--- src/rtl/sba_pkg.sv ---
// Shared types, constants and command/status structs of the surround bed accumulator.
package sba_pkg;

  // Field widths fixed by the interface.
  localparam int SAMPLE_W     = 16;
  localparam int GAIN_W       = 15;
  localparam int CC_W         = 4;
  localparam int FRAME_W      = 10;
  localparam int ACC_W        = 24;
  localparam int CFG_IDX_W    = 1;
  localparam int CFG_DATA_W   = 15;

  // Store geometry.
  localparam int DEFAULT_FRAME_DEPTH = 1024;
  localparam int MAX_CHANNELS        = 8;
  localparam int SLOTS               = 5;
  localparam int SLOT_W              = 3;

  // Register reset values.
  localparam logic [CC_W-1:0]   CC_RESET   = 4'd2;
  localparam logic [GAIN_W-1:0] GAIN_RESET = 15'd16384;

  // Fixed-point constants: -3 dB in Q0.15, and the rounding shifts.
  localparam logic [GAIN_W-1:0] MINUS3DB_Q15 = 15'd23170;
  localparam int GAIN_SHIFT = 14;
  localparam int ATT_SHIFT  = 29;

  // Saturation bounds of a 24-bit accumulator.
  localparam int ACC_MAX = 8388607;
  localparam int ACC_MIN = -8388608;

  // Configuration register indexes.
  typedef enum logic [CFG_IDX_W-1:0] {
    CFG_CHANNEL_COUNT,
    CFG_MIX_GAIN
  } cfg_reg_t;

  // Request codes.
  localparam logic REQ_ACCUMULATE = 1'b0;
  localparam logic REQ_CLEAR      = 1'b1;

  // Bed slot positions.
  localparam logic [SLOT_W-1:0] SLOT_L  = 3'd0;
  localparam logic [SLOT_W-1:0] SLOT_R  = 3'd1;
  localparam logic [SLOT_W-1:0] SLOT_C  = 3'd2;
  localparam logic [SLOT_W-1:0] SLOT_LS = 3'd3;
  localparam logic [SLOT_W-1:0] SLOT_RS = 3'd4;

  // Commands from the controller to the datapath.
  typedef struct packed {
    logic latch;
    logic load;
    logic mul1;
    logic mul2;
    logic div_init;
    logic div_step;
    logic acc;
    logic wr;
    logic emit_zero;
    logic clr_init;
    logic clr_step;
  } sba_cmd_t;

  // Status from the datapath to the controller.
  typedef struct packed {
    logic req_clear;
    logic frame_ok;
    logic avg;
    logic div_last;
    logic slot_last;
    logic clr_last;
  } sba_status_t;

endpackage

--- src/rtl/sba_ctrl.sv ---
// Controller state machine that sequences accumulate, clear and sweep work.
module sba_ctrl import sba_pkg::*; (
  input  logic        clk,
  input  logic        rst_n,
  input  logic        start,
  input  sba_status_t st,
  output sba_cmd_t    cmd,
  output logic        busy
);

  typedef enum logic [3:0] {
    ST_CLR,
    ST_IDLE,
    ST_DISPATCH,
    ST_MUL1,
    ST_MUL2,
    ST_DIVI,
    ST_DIV,
    ST_ACC,
    ST_WR
  } state_t;

  state_t state_r, state_nxt;
  logic   busy_r;

  // Next state and commands for the current state.
  always_comb begin
    state_nxt = state_r;
    cmd       = '0;
    unique case (state_r)
      ST_CLR: begin
        cmd.clr_step = 1'b1;
        if (st.clr_last) begin
          state_nxt = ST_IDLE;
        end
      end
      ST_IDLE: begin
        if (start) begin
          cmd.latch = 1'b1;
          state_nxt = ST_DISPATCH;
        end
      end
      ST_DISPATCH: begin
        if (st.req_clear) begin
          cmd.emit_zero = 1'b1;
          cmd.clr_init  = 1'b1;
          state_nxt     = ST_CLR;
        end else if (!st.frame_ok) begin
          cmd.emit_zero = 1'b1;
          state_nxt     = ST_IDLE;
        end else begin
          cmd.load  = 1'b1;
          state_nxt = ST_MUL1;
        end
      end
      ST_MUL1: begin
        cmd.mul1  = 1'b1;
        state_nxt = ST_MUL2;
      end
      ST_MUL2: begin
        cmd.mul2  = 1'b1;
        state_nxt = st.avg ? ST_DIVI : ST_ACC;
      end
      ST_DIVI: begin
        cmd.div_init = 1'b1;
        state_nxt    = ST_DIV;
      end
      ST_DIV: begin
        cmd.div_step = 1'b1;
        if (st.div_last) begin
          state_nxt = ST_ACC;
        end
      end
      ST_ACC: begin
        cmd.acc   = 1'b1;
        state_nxt = st.slot_last ? ST_WR : ST_MUL1;
      end
      ST_WR: begin
        cmd.wr    = 1'b1;
        state_nxt = ST_IDLE;
      end
      default: begin
        state_nxt = ST_IDLE;
      end
    endcase
  end

  // State and registered busy flag; reset starts the clearing sweep.
  always_ff @(posedge clk) begin
    if (!rst_n) begin
      state_r <= ST_CLR;
      busy_r  <= 1'b1;
    end else begin
      state_r <= state_nxt;
      busy_r  <= (state_nxt != ST_IDLE);
    end
  end

  assign busy = busy_r;

endmodule

--- config.mk ---
export PLATFORM = sky130hd
export DESIGN_NAME = sba_ctrl
export DESIGN_NICKNAME = d
export VERILOG_FILES = /design/src/rtl/sba_pkg.sv /design/src/rtl/sba_ctrl.sv
export SDC_FILE = /design/constraint.sdc
export NUM_CORES = 1
export LEC_CHECK = 0
export BUFFER_PORTS_ARGS = -buffer_cell sky130_fd_sc_hd__clkbuf_2
export CAP_MARGIN = 10
export CORE_AREA = 8 8 45 47
export CTS_CLUSTER_SIZE = 16
export DETAILED_ROUTE_END_ITERATION = 6
export DIE_AREA = 0 0 53 55
export PLACE_DENSITY = 0.57
export SLEW_MARGIN = 20
export SYNTH_ARGS = -nofsm -noshare
export SYNTH_HDL_FRONTEND = slang
export SYNTH_SLANG_ARGS = --single-unit
export TNS_END_PERCENT = 100
--- constraint.sdc ---
create_clock -name clk -period 1.8 [get_ports clk]
set_clock_uncertainty 0.15 [all_clocks]
set_input_delay 0.18 -clock clk [delete_from_list [all_inputs] [get_ports clk]]
set_output_delay 0.18 -clock clk [all_outputs]
set_load 0.02 [all_outputs]
# --- Yosys cells after proc, flatten, opt, wreduce, memory -nomap -nowiden ---
# Index checks and enable logic that the tools add are counted.
totals:
  wordCells: 36
  input_bits: 9
  register_bits: 5
  output_inout_bits: 12
classes:
  n_mux: 24
  n_reduce_logical: 1
  n_eq_ne: 9
op_table:
  columns: ["cell", "count"]
  rows:
  - ["case mux 4 bit (8 select lines)", 1]
  - ["two-way mux 4 bit", 5]
  - ["== test 4 x 3 -> 1 bit (second input constant)", 4]
  - ["two-way mux 1 bit", 15]
  - ["== test 4 x 2 -> 1 bit (second input constant)", 2]
  - ["two-way mux 2 bit", 3]
  - ["== test 4 x 1 -> 1 bit (second input constant)", 1]
  - ["== test 4 bit (second input constant)", 1]
  - ["logical NOT 4 bit", 1]
  - ["inequality test 4 x 1 -> 1 bit (second input constant)", 1]

# --- Depth between registers and ports, before layout ---
logic_depth:
  depth_word: 4
  mapped_depth: 5
  ltp_nobuf: 4

# --- Worst setup path after synthesis ---
# Ideal clock, no wire load.
synth_timing:
  kind: "register -> register"
  startpoint: "reg state_r[3]"
  endpoint: "reg state_r[1]"
  arrival_time_ps: 1442
  t_required_ps: 1588
  setup_ps: 62
  period_less_slack_ps: 1654
  stages_incl_launch_ff: 6
  path_buffers: 1
  setup_slack_ps: 146
  cell_sequence: "dfxtp_1 -> buf_6 -> or4b_4 -> nor3b_4 -> a221oi_2 -> nor2b_2"
synth_between:
  elab_chain_cells: 2
  elab_cells_between_ends: 9
  classes_between: "eq/ne: 7; mux: 1; reduce/logical: 1"
synth_rtl:
  columns: ["item", "line", "source"]
  rows:
  - ["from (decl)", "sba_ctrl.sv:23", "state_t state_r, state_nxt;"]
  - ["from (signal assigned)", "sba_ctrl.sv:94", "state_r <= state_nxt;"]
  - ["== test 4 x 3 -> 1 bit, or another cell as far along", "sba_ctrl.sv:30", "unique case (state_r)"]
  - ["case mux 4 bit (8 select lines) (*)", "sba_ctrl.sv:30", null]
# Every way passes the cells marked *; elsewhere a longest branch is shown, timed or not.
# A chain may end at the register's enable or synchronous reset.

==> run summary <==
Synth Area in Adders = 0%
Final Max Tran Viols = 0
Cell family with most CP delay = simple AND/OR/NAND/NOR gates
Share of cells above drive strength 1 = 43.4%
Port Buffers = 20
Worst skew pair latency = 0.24 ns
PD cells = 630 nW/um^2
Static Leak = 0.273 nW
Compound-gate portion of the synthesized area = 16.0%
CTS clock-pin slew for the worst setup and hold paths = 0.04 ns
Antenna violations before repair = 0
Sequential share of the synthesized area = 25.6%
Mux cell area share after synthesis = 0%
Initial DRC count = 4
Hold Path Stages = 2
Crit path max fanout = 3
Detailed Routing Iterations Pass 1 = 4
HP Class = input port to register
Area occupied by multi-input gates = 260 sq um
Pin count of the biggest net entering global routing = 17
Gr usage total = 7.65%
Peak supply drop = 0.000329 V
Post-synthesis cell type count = 30
Io pins = 21
Hold Path End = busy
CP startpoint kind = register
Via density = 5.01
Number of clock sinks = 5
Crit path required time = 1.47 ns
Final hold violation count = 0
Worst R2R End = busy
Core region area = 1380 sq um
Synth Area in Simple Gates = 48.2%
Failing checks = setup timing
Routability cong. = 0.741
R2r setup slk = 0.24 ns
Period utilization = 101%
Clk root buf = clkbuf_4
Max incr delay on CP = 0.56 ns
CP arrival = 1.48 ns
Die Ht = 55 microns
Synth Area in XOR/XNOR = 2.24%
Reg2reg start = state_r[3]
Fmax = 552 MHz
Diode count = 0
DP HPWL = 883 microns
Largest family of logic cells by synthesized area = simple AND/OR/NAND/NOR gates
R2R depth = 5
Relative slew slack = 81.3%
Synth warn = 0
Row cnt = 14
Crit end category = primary output
Status = complete, but fails checks
Final net count = 86
Fill count = 147
First-pass GRT wire length = 1700 microns
Syn avg cell area = 7.83 sq um
Sequential cell area = 100 sq um
Fin util = 41.0%
Syn_nets = 59
Dpl ws = 0.203 ns
Via count = 461
Worst-Margin Slew = 0.277 ns
Flops & latches, synth = 5
Hold Crit Start = rst_n
Synth Instances = 50
WL final = 1130 microns
RSZ-0062 raised after global routing = true
# setup viols final = 1
Total power = 0.358 mW
Routed Antenna Nets = 0
Crit path buf inv count = 1
Cts hold-fix bufs = 0
Final hold slack = 0.00885 ns
DIE WIDTH = 53 microns
Inserted Clock Buffers = 3
Overflow after GRT = 0
Cell Area, Synth = 392 sq um
CTS tree = done
Htree depth = 1
Area added between synthesis and finish = 45.0%
Max-Cap Viols = 0
Vias in the first global route = 434
Slowest CP cell = or4b_4
WL per Instance = 12.3 microns
Crit Path Category = register to primary output
DRC = 0
Initial core utilization = 28.3%
Final worst path period need = 1.81 ns
Final WS setup = -0.0120 ns
Die area = 2920 sq um
Critical path, cell by cell = or4b_4 -> nor3b_4 -> clkbuf_8
Clock buffer depth = 2
[flip-flops by register name (all words and copies together), names as in the netlist]
signal   flops
state_r      4
busy         1
[stage by stage]
step	std cells	cell area (sq um)	TNS, ns
2_1_floorplan	50	392	0
3_3_place_gp	87	526	0
3_5_place_dp	87	526	0
4_1_cts	92	568	-0.0448
5_1_grt	92	568	-0.0617
6_report	92	568	-0.0120
[per-layer routing]
layer  up-vias  GRT usage (%)  part of all wire, %  wire [microns]
li1        237              -                    -               -
met4         0           6.47                  1.9              21
met5         -              0                    0               0
met2        16           12.9                   43             491
met3         2           2.41                   11             128
met1       206           7.60                   43             488
[cells in the mapped netlist]
library cell	number	area, sq um
clkbuf_1	1	3.75
a211oi_1	1	7.51
nand4_1	1	6.26
buf_6	1	11.3
and2_1	1	6.26
nor2b_1	3	18.8
nor3b_1	1	7.51
nor3b_4	1	18.8
nor4b_1	1	8.76
nand2b_1	1	6.26
buf_2	1	5.00
nor2_1	5	18.8
and4b_1	1	10.0
inv_1	2	7.51
a31oi_1	1	6.26
and3_1	1	6.26
nor2b_2	1	8.76
a21oi_1	3	15.0
nand2_1	2	7.51
o21ai_0	2	10.0
a22o_1	1	8.76
a221oi_2	1	15.0
buf_1	1	3.75
nand3b_1	1	7.51
or4b_4	1	13.8
xor2_1	1	8.76
nor3_1	5	25.0
nor4_1	2	12.5
or3_1	1	6.26
dfxtp_1	5	100
[how the worst max path moves through the flow]
| stage | from | end | slack [ns] | depth (start not counted) |
|---|---|---|---|---|
| 2_1_floorplan | state_r[3] | state_r[1] | 0.15 | 5 |
| 3_3_place_gp | state_r[0] | cmd[9] | 0.22 | 3 |
| 3_5_place_dp | state_r[0] | cmd[9] | 0.20 | 3 |
| 4_1_cts | state_r[0] | cmd[9] | -0.04 | 3 |
| 5_1_grt | state_r[3] | cmd[9] | -0.06 | 3 |
| 6_report | state_r[3] | cmd[9] | -0.01 | 3 |
[kinds of logic (layout without fill, tap and decap cells)]
| logic type | after synthesis | count (layout) |
|---|---|---|
| AO/OA/AOI/OAI | 9 | 9 |
| XOR/XNOR | 1 | 1 |
| buffers and inverters | 6 | 32 |
| flip-flops | 5 | 5 |
| AND/OR/NAND/NOR | 29 | 29 |
[where the power goes]
| part | internal, mW | switching [mW] | leakage [nW] |
|---|---|---|---|
| combinational | 0.0467 | 0.0649 | 0.217 |
| clock | 0.0834 | 0.0404 | 0.0150 |
| sequential | 0.119 | 0.00316 | 0.0410 |
[cell usage in the layout (no fill, tap or decap), drive strengths merged]
master / synthesis / routed
xor2: 1 / 1
or4b: 1 / 1
a31oi: 1 / 1
nor3: 5 / 5
o21ai: 2 / 2
and2: 1 / 1
nand4: 1 / 1
a221oi: 1 / 1
a21oi: 3 / 3
a22o: 1 / 1
and4b: 1 / 1
nor4b: 1 / 1
nand2: 2 / 2
nand2b: 1 / 1
nor4: 2 / 2
and3: 1 / 1
dfxtp: 5 / 5
or3: 1 / 1
nor3b: 2 / 2
buf: 3 / 7
nand3b: 1 / 1
inv: 2 / 2
clkbuf: 1 / 23
a211oi: 1 / 1
nor2: 5 / 5
nor2b: 4 / 4
[timing repair]
action	CTS	global route
gates resized for setup	2	1
buffers inserted	1	0
pin swaps	1	2
setup endpoints to repair	1	3
gates cloned	0	0
[area by class of cell]
cell class,instances,area share (%)
timing repair buffer,26,27.1
clock buffer,4,4.63
tap,16,3.52
sequential,5,17.6
inverter,2,1.32
multi-input combinational,39,45.8
(Power assumes the default switching activity.)
